### config.mk
export PLATFORM = sky130hd
export DESIGN_NAME = morse_paddle_decoder_core
export DESIGN_NICKNAME = d
export VERILOG_FILES = /design/src/mpd_pkg.sv /design/src/mpd_fifo.sv /design/src/mpd_front.sv /design/src/mpd_back.sv /design/src/morse_paddle_decoder_core.sv
export SDC_FILE = /design/constraint.sdc
export NUM_CORES = 1
export LEC_CHECK = 0
export ABC_CLOCK_PERIOD_IN_PS = 10000
export BUFFER_PORTS_ARGS = -buffer_cell sky130_fd_sc_hd__buf_4
export CORE_MARGIN = 1.5
export CORE_UTILIZATION = 60
export DETAILED_ROUTE_END_ITERATION = 10
export GPL_ROUTABILITY_DRIVEN = 0
export PLACE_DENSITY = 0.78
export SLEW_MARGIN = 20
export SYNTH_ARGS = -nofsm -noshare
export SYNTH_HDL_FRONTEND = slang
export SYNTH_SLANG_ARGS = --single-unit
### constraint.sdc
create_clock -name aclk -period 10 [get_ports aclk]
set_input_delay 2 -clock aclk [delete_from_list [all_inputs] [get_ports aclk]]
set_output_delay 2 -clock aclk [all_outputs]
set_load 0.05 [all_outputs]
### src/mpd_pkg.sv
// ============================================================================
// mpd_pkg: shared types and constants for the Morse key timing decoder
// Holds the result-burst descriptor that travels from the front part to the
// back part, the event kind codes and the configuration register indexes.
// ============================================================================
`default_nettype none

package mpd_pkg;

    // Default sizing
    localparam int MAX_SYMBOLS  = 8;
    localparam int COUNTER_BITS = 16;
    localparam int QUEUE_DEPTH  = 4;

    // Fixed field widths
    localparam int CFG_W   = 16;
    localparam int KIND_W  = 2;
    localparam int COUNT_W = 4;
    localparam int BITS_W  = 8;
    localparam int INDEX_W = 2;

    // Configuration register indexes
    localparam logic [INDEX_W-1:0] REG_DAH_THRESHOLD   = 2'd0;
    localparam logic [INDEX_W-1:0] REG_LETTER_GAP      = 2'd1;
    localparam logic [INDEX_W-1:0] REG_WORD_GAP        = 2'd2;
    localparam logic [INDEX_W-1:0] REG_RECEIVE_TIMEOUT = 2'd3;

    // Configuration reset values
    localparam logic [CFG_W-1:0] DAH_THRESHOLD_RST   = 16'd750;
    localparam logic [CFG_W-1:0] LETTER_GAP_RST      = 16'd750;
    localparam logic [CFG_W-1:0] WORD_GAP_RST        = 16'd1750;
    localparam logic [CFG_W-1:0] RECEIVE_TIMEOUT_RST = 16'd2500;

    // Result event kinds
    typedef enum logic [KIND_W-1:0] {
        EV_LETTER   = 2'd0,
        EV_WORD_GAP = 2'd1,
        EV_END_MSG  = 2'd2
    } event_kind_t;

    // Everything one tick produces, in beat order: letter, word gap, end
    typedef struct packed {
        logic               has_letter;
        logic               has_word;
        logic               has_end;
        logic [COUNT_W-1:0] count;
        logic [BITS_W-1:0]  bits;
        logic               too_long;
    } burst_t;

endpackage : mpd_pkg

`default_nettype wire

### src/mpd_fifo.sv
// ============================================================================
// mpd_fifo: small register queue
// Holds result-burst descriptors between the front and back parts so that
// each side can stall on its own. One push and one pop per cycle.
// ============================================================================
`default_nettype none

module mpd_fifo #(
    parameter int WIDTH = 16,
    parameter int DEPTH = 4
) (
    input  wire logic             aclk,
    input  wire logic             aresetn,
    input  wire logic             push,
    input  wire logic [WIDTH-1:0] push_data,
    output logic                  full,
    input  wire logic             pop,
    output logic                  not_empty,
    output logic      [WIDTH-1:0] pop_data
);

    localparam int PTR_W = (DEPTH > 1) ? $clog2(DEPTH) : 1;
    localparam int CNT_W = $clog2(DEPTH + 1);
    localparam logic [PTR_W-1:0] PTR_LAST = PTR_W'(DEPTH - 1);

    logic [WIDTH-1:0] entry_reg [DEPTH];
    logic [PTR_W-1:0] wr_ptr_reg, wr_ptr_next;
    logic [PTR_W-1:0] rd_ptr_reg, rd_ptr_next;
    logic [CNT_W-1:0] count_reg, count_next;

    logic do_push;
    logic do_pop;

    assign full      = (count_reg == CNT_W'(DEPTH));
    assign not_empty = (count_reg != '0);
    assign pop_data  = entry_reg[rd_ptr_reg];

    assign do_push = push && !full;
    assign do_pop  = pop && not_empty;

    // Pointer and fill-count update
    always_comb begin
        wr_ptr_next = wr_ptr_reg;
        rd_ptr_next = rd_ptr_reg;
        count_next  = count_reg;
        if (do_push) begin
            wr_ptr_next = (wr_ptr_reg == PTR_LAST) ? '0 : wr_ptr_reg + 1'b1;
        end
        if (do_pop) begin
            rd_ptr_next = (rd_ptr_reg == PTR_LAST) ? '0 : rd_ptr_reg + 1'b1;
        end
        if (do_push && !do_pop) begin
            count_next = count_reg + 1'b1;
        end else if (do_pop && !do_push) begin
            count_next = count_reg - 1'b1;
        end
    end

    always_ff @(posedge aclk) begin
        if (!aresetn) begin
            wr_ptr_reg <= '0;
            rd_ptr_reg <= '0;
            count_reg  <= '0;
        end else begin
            wr_ptr_reg <= wr_ptr_next;
            rd_ptr_reg <= rd_ptr_next;
            count_reg  <= count_next;
        end
    end

    // Storage, no reset
    always_ff @(posedge aclk) begin
        if (do_push) begin
            entry_reg[wr_ptr_reg] <= push_data;
        end
    end

endmodule : mpd_fifo

`default_nettype wire

### src/mpd_front.sv
// ============================================================================
// mpd_front: tick classifier
// Holds the configuration registers and the timing state. Each accepted tick
// is timed against the thresholds combinationally; the results it causes are
// packed into one descriptor and pushed into the queue.
// ============================================================================
`default_nettype none

module mpd_front #(
    parameter int MAX_SYMBOLS  = mpd_pkg::MAX_SYMBOLS,
    parameter int COUNTER_BITS = mpd_pkg::COUNTER_BITS
) (
    input  wire logic                        aclk,
    input  wire logic                        aresetn,
    // tick channel
    input  wire logic                        s_valid,
    output logic                             s_ready,
    input  wire logic                        s_key_pressed,
    // configuration channel
    input  wire logic                        cfg_valid,
    output logic                             cfg_ready,
    input  wire logic [mpd_pkg::INDEX_W-1:0] cfg_index,
    input  wire logic [mpd_pkg::CFG_W-1:0]   cfg_data,
    // queue side
    output logic                             push,
    output mpd_pkg::burst_t                  push_data,
    input  wire logic                        queue_full
);

    localparam int LEN_W = $clog2(MAX_SYMBOLS + 1);
    localparam int CMP_W = (COUNTER_BITS > mpd_pkg::CFG_W) ? COUNTER_BITS : mpd_pkg::CFG_W;

    // Configuration
    logic [mpd_pkg::CFG_W-1:0] dah_threshold_reg;
    logic [mpd_pkg::CFG_W-1:0] letter_gap_reg;
    logic [mpd_pkg::CFG_W-1:0] word_gap_reg;
    logic [mpd_pkg::CFG_W-1:0] receive_timeout_reg;

    // Timing state
    logic [COUNTER_BITS-1:0] elapsed_reg, elapsed_next;
    logic                    prev_level_reg, prev_level_next;
    logic [MAX_SYMBOLS-1:0]  pattern_reg, pattern_next;
    logic [LEN_W-1:0]        length_reg, length_next;
    logic                    overflow_reg, overflow_next;
    logic                    pending_reg, pending_next;

    logic                    accept;
    logic                    changed;
    logic [COUNTER_BITS-1:0] elapsed_inc;
    logic [COUNTER_BITS-1:0] duration;
    logic [CMP_W-1:0]        dur_cmp;
    logic                    is_dit;
    logic                    timeout;
    logic                    is_pause;
    logic                    letter_ev;
    logic                    word_ev;
    logic [MAX_SYMBOLS+mpd_pkg::BITS_W-1:0] pattern_ext;
    logic [LEN_W+mpd_pkg::COUNT_W-1:0]      length_ext;

    assign s_ready   = !queue_full;
    assign cfg_ready = 1'b1;
    assign accept    = s_valid && s_ready;

    // Interval timing
    assign changed     = (s_key_pressed != prev_level_reg);
    assign elapsed_inc = (elapsed_reg == '1) ? elapsed_reg : elapsed_reg + 1'b1;
    assign duration    = changed ? elapsed_reg : elapsed_inc;
    assign dur_cmp     = CMP_W'(duration);
    assign is_dit      = (dur_cmp < CMP_W'(dah_threshold_reg));
    assign timeout     = !changed && (dur_cmp > CMP_W'(receive_timeout_reg))
                         && (pending_reg || (length_reg != '0));
    assign is_pause    = (changed && !prev_level_reg) || timeout;
    assign letter_ev   = is_pause && (dur_cmp >= CMP_W'(letter_gap_reg))
                         && (length_reg != '0);
    assign word_ev     = is_pause && (dur_cmp >= CMP_W'(word_gap_reg))
                         && (pending_reg || letter_ev);

    // Descriptor, fields cut to their port widths
    assign pattern_ext = {{mpd_pkg::BITS_W{1'b0}}, pattern_reg};
    assign length_ext  = {{mpd_pkg::COUNT_W{1'b0}}, length_reg};

    always_comb begin
        push_data.has_letter = letter_ev;
        push_data.has_word   = word_ev;
        push_data.has_end    = timeout;
        push_data.count      = length_ext[mpd_pkg::COUNT_W-1:0];
        push_data.bits       = pattern_ext[mpd_pkg::BITS_W-1:0];
        push_data.too_long   = overflow_reg;
    end

    assign push = accept && (letter_ev || word_ev || timeout);

    // Next timing state
    always_comb begin
        elapsed_next    = elapsed_reg;
        prev_level_next = prev_level_reg;
        pattern_next    = pattern_reg;
        length_next     = length_reg;
        overflow_next   = overflow_reg;
        pending_next    = pending_reg;
        if (accept) begin
            prev_level_next = s_key_pressed;
            if (timeout) begin
                elapsed_next = '0;
            end else if (changed) begin
                elapsed_next = COUNTER_BITS'(1);
            end else begin
                elapsed_next = elapsed_inc;
            end
            // finished press: append a symbol or mark overflow
            if (changed && prev_level_reg) begin
                if (length_reg >= LEN_W'(MAX_SYMBOLS)) begin
                    overflow_next = 1'b1;
                end else begin
                    pattern_next = {pattern_reg[MAX_SYMBOLS-2:0], is_dit};
                    length_next  = length_reg + 1'b1;
                end
            end
            // letter emitted: clear collected symbols
            if (letter_ev) begin
                pattern_next  = '0;
                length_next   = '0;
                overflow_next = 1'b0;
                pending_next  = 1'b1;
            end
            if (timeout) begin
                pending_next = 1'b0;
            end
        end
    end

    always_ff @(posedge aclk) begin
        if (!aresetn) begin
            elapsed_reg    <= '0;
            prev_level_reg <= 1'b0;
            pattern_reg    <= '0;
            length_reg     <= '0;
            overflow_reg   <= 1'b0;
            pending_reg    <= 1'b0;
        end else begin
            elapsed_reg    <= elapsed_next;
            prev_level_reg <= prev_level_next;
            pattern_reg    <= pattern_next;
            length_reg     <= length_next;
            overflow_reg   <= overflow_next;
            pending_reg    <= pending_next;
        end
    end

    // Configuration writes
    always_ff @(posedge aclk) begin
        if (!aresetn) begin
            dah_threshold_reg   <= mpd_pkg::DAH_THRESHOLD_RST;
            letter_gap_reg      <= mpd_pkg::LETTER_GAP_RST;
            word_gap_reg        <= mpd_pkg::WORD_GAP_RST;
            receive_timeout_reg <= mpd_pkg::RECEIVE_TIMEOUT_RST;
        end else if (cfg_valid && cfg_ready) begin
            case (cfg_index)
                mpd_pkg::REG_DAH_THRESHOLD:   dah_threshold_reg   <= cfg_data;
                mpd_pkg::REG_LETTER_GAP:      letter_gap_reg      <= cfg_data;
                mpd_pkg::REG_WORD_GAP:        word_gap_reg        <= cfg_data;
                mpd_pkg::REG_RECEIVE_TIMEOUT: receive_timeout_reg <= cfg_data;
                default: ;
            endcase
        end
    end

endmodule : mpd_front

`default_nettype wire

### src/mpd_back.sv
// ============================================================================
// mpd_back: result sequencer
// Takes one descriptor at a time from the queue and hands its results out
// as beats on the result channel, in order letter, word gap, end of message,
// with last on the final beat of the tick.
// ============================================================================
`default_nettype none

module mpd_back (
    input  wire logic                        aclk,
    input  wire logic                        aresetn,
    // queue side
    input  wire logic                        queue_not_empty,
    input  wire mpd_pkg::burst_t             queue_data,
    output logic                             pop,
    // result channel
    output logic                             m_valid,
    input  wire logic                        m_ready,
    output logic [mpd_pkg::KIND_W-1:0]       m_event_kind,
    output logic [mpd_pkg::COUNT_W-1:0]      m_symbol_count,
    output logic [mpd_pkg::BITS_W-1:0]       m_symbol_bits,
    output logic                             m_pattern_too_long,
    output logic                             m_last
);

    logic                       busy_reg, busy_next;
    logic                       letter_reg, letter_next;
    logic                       word_reg, word_next;
    logic                       end_reg, end_next;
    logic [mpd_pkg::COUNT_W-1:0] count_reg, count_next;
    logic [mpd_pkg::BITS_W-1:0]  bits_reg, bits_next;
    logic                       long_reg, long_next;

    logic                 fire;
    logic                 final_beat;
    mpd_pkg::event_kind_t kind;

    // Current beat: first remaining result of the descriptor
    always_comb begin
        if (letter_reg) begin
            kind       = mpd_pkg::EV_LETTER;
            final_beat = !(word_reg || end_reg);
        end else if (word_reg) begin
            kind       = mpd_pkg::EV_WORD_GAP;
            final_beat = !end_reg;
        end else begin
            kind       = mpd_pkg::EV_END_MSG;
            final_beat = 1'b1;
        end
    end

    assign m_valid            = busy_reg;
    assign m_event_kind       = kind;
    assign m_symbol_count     = letter_reg ? count_reg : '0;
    assign m_symbol_bits      = letter_reg ? bits_reg : '0;
    assign m_pattern_too_long = letter_reg && long_reg;
    assign m_last             = final_beat;

    assign fire = busy_reg && m_ready;
    assign pop  = queue_not_empty && (!busy_reg || (fire && final_beat));

    // Beat sequencing
    always_comb begin
        busy_next   = busy_reg;
        letter_next = letter_reg;
        word_next   = word_reg;
        end_next    = end_reg;
        count_next  = count_reg;
        bits_next   = bits_reg;
        long_next   = long_reg;
        if (pop) begin
            busy_next   = 1'b1;
            letter_next = queue_data.has_letter;
            word_next   = queue_data.has_word;
            end_next    = queue_data.has_end;
            count_next  = queue_data.count;
            bits_next   = queue_data.bits;
            long_next   = queue_data.too_long;
        end else if (fire) begin
            if (final_beat) begin
                busy_next = 1'b0;
            end else if (letter_reg) begin
                letter_next = 1'b0;
            end else begin
                word_next = 1'b0;
            end
        end
    end

    always_ff @(posedge aclk) begin
        if (!aresetn) begin
            busy_reg   <= 1'b0;
            letter_reg <= 1'b0;
            word_reg   <= 1'b0;
            end_reg    <= 1'b0;
        end else begin
            busy_reg   <= busy_next;
            letter_reg <= letter_next;
            word_reg   <= word_next;
            end_reg    <= end_next;
        end
    end

    always_ff @(posedge aclk) begin
        count_reg <= count_next;
        bits_reg  <= bits_next;
        long_reg  <= long_next;
    end

endmodule : mpd_back

`default_nettype wire

### src/morse_paddle_decoder_core.sv
// ============================================================================
// morse_paddle_decoder_core: Morse key timing decoder, top level
// Path: results of an accepted tick are registered into the queue and then
// into the sequencer before they appear on m_. Throughput: one tick per
// cycle while the queue is not full; each result takes one beat, and the
// queue of QUEUE_DEPTH descriptors between classifier and sequencer absorbs
// ticks whose results take more than one beat. Reset: synchronous, active
// low; registers return to defaults, timing state clears, the queue empties.
// ============================================================================
`default_nettype none

module morse_paddle_decoder_core #(
    parameter int MAX_SYMBOLS  = mpd_pkg::MAX_SYMBOLS,
    parameter int COUNTER_BITS = mpd_pkg::COUNTER_BITS,
    parameter int QUEUE_DEPTH  = mpd_pkg::QUEUE_DEPTH
) (
    input  wire logic                        aclk,
    input  wire logic                        aresetn,
    // tick channel
    input  wire logic                        s_valid,
    output logic                             s_ready,
    input  wire logic                        s_key_pressed,
    // configuration channel
    input  wire logic                        cfg_valid,
    output logic                             cfg_ready,
    input  wire logic [mpd_pkg::INDEX_W-1:0] cfg_index,
    input  wire logic [mpd_pkg::CFG_W-1:0]   cfg_data,
    // result channel
    output logic                             m_valid,
    input  wire logic                        m_ready,
    output logic [mpd_pkg::KIND_W-1:0]       m_event_kind,
    output logic [mpd_pkg::COUNT_W-1:0]      m_symbol_count,
    output logic [mpd_pkg::BITS_W-1:0]       m_symbol_bits,
    output logic                             m_pattern_too_long,
    output logic                             m_last
);

    localparam int BURST_W = $bits(mpd_pkg::burst_t);

    logic            push;
    mpd_pkg::burst_t push_data;
    logic            queue_full;
    logic            pop;
    logic            queue_not_empty;
    mpd_pkg::burst_t pop_data;

    // Classifier
    mpd_front #(
        .MAX_SYMBOLS  (MAX_SYMBOLS),
        .COUNTER_BITS (COUNTER_BITS)
    ) u_front (
        .aclk          (aclk),
        .aresetn       (aresetn),
        .s_valid       (s_valid),
        .s_ready       (s_ready),
        .s_key_pressed (s_key_pressed),
        .cfg_valid     (cfg_valid),
        .cfg_ready     (cfg_ready),
        .cfg_index     (cfg_index),
        .cfg_data      (cfg_data),
        .push          (push),
        .push_data     (push_data),
        .queue_full    (queue_full)
    );

    // Descriptor queue
    mpd_fifo #(
        .WIDTH (BURST_W),
        .DEPTH (QUEUE_DEPTH)
    ) u_fifo (
        .aclk      (aclk),
        .aresetn   (aresetn),
        .push      (push),
        .push_data (push_data),
        .full      (queue_full),
        .pop       (pop),
        .not_empty (queue_not_empty),
        .pop_data  (pop_data)
    );

    // Result sequencer
    mpd_back u_back (
        .aclk               (aclk),
        .aresetn            (aresetn),
        .queue_not_empty    (queue_not_empty),
        .queue_data         (pop_data),
        .pop                (pop),
        .m_valid            (m_valid),
        .m_ready            (m_ready),
        .m_event_kind       (m_event_kind),
        .m_symbol_count     (m_symbol_count),
        .m_symbol_bits      (m_symbol_bits),
        .m_pattern_too_long (m_pattern_too_long),
        .m_last             (m_last)
    );

endmodule : morse_paddle_decoder_core

`default_nettype wire

==> flow_metrics.py <==
metrics = {
    "status": {
        "status": "finished, final reports clean",
    },
    "final_layout": {
        "largest_reg_flops": 64,
        "drive_gt1_share_pct": 11.4,
        "seqCellArea_mm2": 0.00448,
        "final_core_utilization_pct": 68.6,
        "fill_cells": 1188,
        "final_common_cell": "sky130_fd_sc_hd__nand2_1",
        "syn_to_final_growth_pct": 10.7,
        "postLayoutCellArea_mm2": 0.0105,
        "post_route_non_filler_standard_cell_count": 1187,
        "multi_input_comb_area_mm2": 0.00451,
        "commonest_non_fill_non_tap_cells_in_the_layout": "168 x sky130_fd_sc_hd__nand2_1, 107 x sky130_fd_sc_hd__dfxtp_1, 77 x sky130_fd_sc_hd__edfxtp_1",
        "finalNetCount": 1062,
        "antennaDiodeCount": 0,
    },
    "timing": {
        "timing.final.ws_setup_ps": 3630,
        "setup-tns-final_ps": 0,
        "relSlewSlack_pct": 26.4,
        "timing.final.crit_share_pct": 63.7,
        "whs_ps": 458,
        "finalSetupViolCount": 0,
        "finalClockSkew_ps": 11.5,
        "fmax_mhz": 157,
        "rsz_0062_raised_after_global_routing": "false",
        "max_slew.worst_pin.slew_ps": 1100,
        "report.final.slew_viol_count": 0,
        "finalCriticalPeriod_ps": 6370,
        "hold_viol": 0,
    },
    "clock_network": {
        "clock_sink_count": 185,
        "root_buffer_cell": "sky130_fd_sc_hd__clkbuf_16",
        "number_of_buffers_on_the_longest_clock_path": 2,
        "clk_pin_slew_ps": 70,
        "tritoncts_clock_tree": "built",
        "cts_setup_buffers": 0,
        "cts_hold_buf": 0,
        "cts_max_level": 4,
        "cts_made_buffers": 17,
        "post_cts_resized": 0,
        "clock_latency_ps": 440,
    },
    "hold_path": {
        "hold_path_class": "reg2reg",
        "timing.hold.worst.start": "u_front.dah_threshold_reg[11]",
    },
    "critical_path": {
        "cp_data_arrival_time_ps": 6730,
        "timing.critical_path.from_type": "primary input",
        "worstReg2RegStart": "u_front.elapsed_reg[0]",
        "cp_cell_sequence": "buf_4 > inv_1 > ha_1 > buf_4 > a21boi_1 > a21oi_1 > a31o_2 > ha_1 > nand4_1 > nor4_1 > a21boi_2 > o311ai_1 > o311ai_2 > ha_1 > inv_1 > fa_1 > xor2_1 > or3_1 > a21boi_0",
        "critPathSlowestCell": "sky130_fd_sc_hd__a21boi_1",
        "worstPathMaxFanout": 35,
        "crit_top_cell": "sky130_fd_sc_hd__ha_1",
        "critPathRequiredTime_ps": 10360,
        "worstSetupPathType": "in2reg",
        "worst_path_largest_cell_delay_ps": 530,
        "critPathLaunch": "s_key_pressed",
        "endpoint_kind": "flip-flop",
    },
    "placement": {
        "io_buf_count": 41,
        "place.detailed.instances": 1155,
        "detailed_place.area_mm2": 0.00990,
        "place.detailed.hpwl_um": 14200,
        "dp_worst_setup_slack_ps": 3290,
    },
    "global_route": {
        "grt_usage_pct": 26.4,
        "grt_use_met2_pct": 45.9,
        "grt_max_degree": 122,
        "vias_in_the_first_global_route": 6632,
        "groute.layer.met3.usage_pct": 5.11,
        "grt_pass1_wl_um": 33900,
        "grt_antenna_before_repair": 0,
        "globalRouteOverflowTotal": 0,
        "top_usage_layer": "met2",
        "groute.layer.met1.usage_pct": 33.3,
    },
    "floorplan": {
        "die_area_mm2": 0.0166,
        "ios": 43,
        "floorplan.initialDensity_pct": 62.0,
        "die_h_um": 129,
        "fp.coreArea_mm2": 0.0153,
        "std_cell_rows": 45,
        "dieWidth_um": 129,
    },
    "drt": {
        "avgViaCountPerCell": 5.84,
        "detailed_router_iteration_count_before_antenna_repair": 5,
        "route.final.wire_length_um": 20600,
        "drt_drc_violations_left": 0,
        "via_count": 6937,
        "per_cell_routed_wire_length_um": 17.4,
        "drt_first_iter_violations": 493,
        "final_antenna_net_count": 0,
    },
    "logic_synthesis": {
        "synth_fp_nets": 1048,
        "synth-edff-count": 77,
        "async_reset_ff_share_pct": 0,
        "synthesis.instances": 949,
        "post_synth_design_cell_area_mm2": 0.00949,
        "synth_flop_cell": "sky130_fd_sc_hd__dfxtp_1",
        "yosys.cell_types.count": 70,
        "synth.yosys.seq_area_share_pct": 47.2,
        "syn-mean-instance-area_um2": 10.0,
        "ys_seq_elements": 185,
        "synth-warning-count": 0,
    },
    "job": {
        "cap_viol_max_count": 0,
    },
    "power_and_ir_drop": {
        "pwr_density_cell_mw_per_mm2": 190,
        "irDropWorstVdd_v": 0.000128,
        "cellLeakagePower_nw": 4.10,
        "power.total_mw": 2.00,
    },
}
worst paths after layout:
check | to | slack, ps | depth (start not counted)
min | u_front.dah_threshold_reg[11] | 460 | 2
max reg2reg | u_fifo.count_reg[2] | 4410 | 18
min reg2reg | u_front.dah_threshold_reg[11] | 460 | 2
max | u_fifo.count_reg[2] | 3630 | 19
per-layer routing:
layer / part of all wire (%) / vias up
met5: 0 / -
met4: 2.1 / 0
met3: 3.5 / 32
met2: 50 / 142
met1: 44 / 3332
li1: - / 3431
power breakdown:
group          total, mW  leakage [nW]  internal, mW  switching, mW
Sequential         0.918          1.57         0.857         0.0611
Clock              0.670         0.292         0.359          0.311
Combinational      0.410          2.24         0.164          0.246
logic make-up (layout without fill, tap and decap cells):
group,count (synthesis),after routing,synth area share (%)
XOR/XNOR,13,13,1.20
multiplexers,21,21,4.34
AO/OA/AOI/OAI,217,217,16.3
adder cells (fa/ha/maj),76,76,10.1
other,1,1,0.0395
buffers and inverters,130,157,5.37
AND/OR/NAND/NOR,306,306,15.5
flip-flops,185,185,47.2
critical path: cells and delay by family:
family | cells | cell delay (ps)
compound gates | 7 | 1840
buf+inv | 4 | 520
simple gates | 3 | 910
xor+xnor | 1 | 180
fa+ha+maj | 4 | 1270
synth_stat cells (3+ instances only):
cell | count | area, um^2
sky130_fd_sc_hd__a2111oi_0 | 3 | 26.3
sky130_fd_sc_hd__a211oi_1 | 4 | 30.0
sky130_fd_sc_hd__a21boi_0 | 38 | 285
sky130_fd_sc_hd__a21boi_1 | 7 | 52.6
sky130_fd_sc_hd__a21o_1 | 11 | 82.6
sky130_fd_sc_hd__a21oi_1 | 36 | 180
sky130_fd_sc_hd__a31o_2 | 3 | 26.3
sky130_fd_sc_hd__a31oi_1 | 17 | 106
sky130_fd_sc_hd__and2_1 | 22 | 138
sky130_fd_sc_hd__and3_1 | 10 | 62.6
sky130_fd_sc_hd__and4b_1 | 4 | 40.0
sky130_fd_sc_hd__buf_4 | 3 | 22.5
sky130_fd_sc_hd__clkbuf_1 | 44 | 165
sky130_fd_sc_hd__dfxtp_1 | 108 | 2160
sky130_fd_sc_hd__edfxtp_1 | 77 | 2310
sky130_fd_sc_hd__ha_1 | 74 | 926
sky130_fd_sc_hd__inv_1 | 76 | 285
sky130_fd_sc_hd__mux2i_1 | 4 | 40.0
sky130_fd_sc_hd__mux4_2 | 16 | 360
sky130_fd_sc_hd__nand2_1 | 168 | 631
sky130_fd_sc_hd__nand3_1 | 24 | 120
sky130_fd_sc_hd__nand3b_1 | 3 | 22.5
sky130_fd_sc_hd__nand4_1 | 17 | 106
sky130_fd_sc_hd__nor2_1 | 14 | 52.6
sky130_fd_sc_hd__nor2b_1 | 9 | 56.3
sky130_fd_sc_hd__nor3_1 | 6 | 30.0
sky130_fd_sc_hd__nor3b_1 | 12 | 90.1
sky130_fd_sc_hd__o211ai_1 | 35 | 263
sky130_fd_sc_hd__o21a_1 | 15 | 113
sky130_fd_sc_hd__o21ai_0 | 11 | 55.1
sky130_fd_sc_hd__o21ai_1 | 7 | 35.0
sky130_fd_sc_hd__o311ai_1 | 7 | 61.3
sky130_fd_sc_hd__o31ai_1 | 4 | 30.0
sky130_fd_sc_hd__or3_1 | 3 | 18.8
sky130_fd_sc_hd__xnor2_1 | 12 | 105
layout make-up:
class | instances | share of cell area [%]
clock buffer | 19 | 4.53
clock inverter | 13 | 1.25
inverter | 78 | 2.79
multi-input combinational | 634 | 42.9
sequential | 185 | 42.6
tap | 211 | 2.51
timing repair buffer | 47 | 3.36
Note: power is estimated with default switching activity, not from simulation.
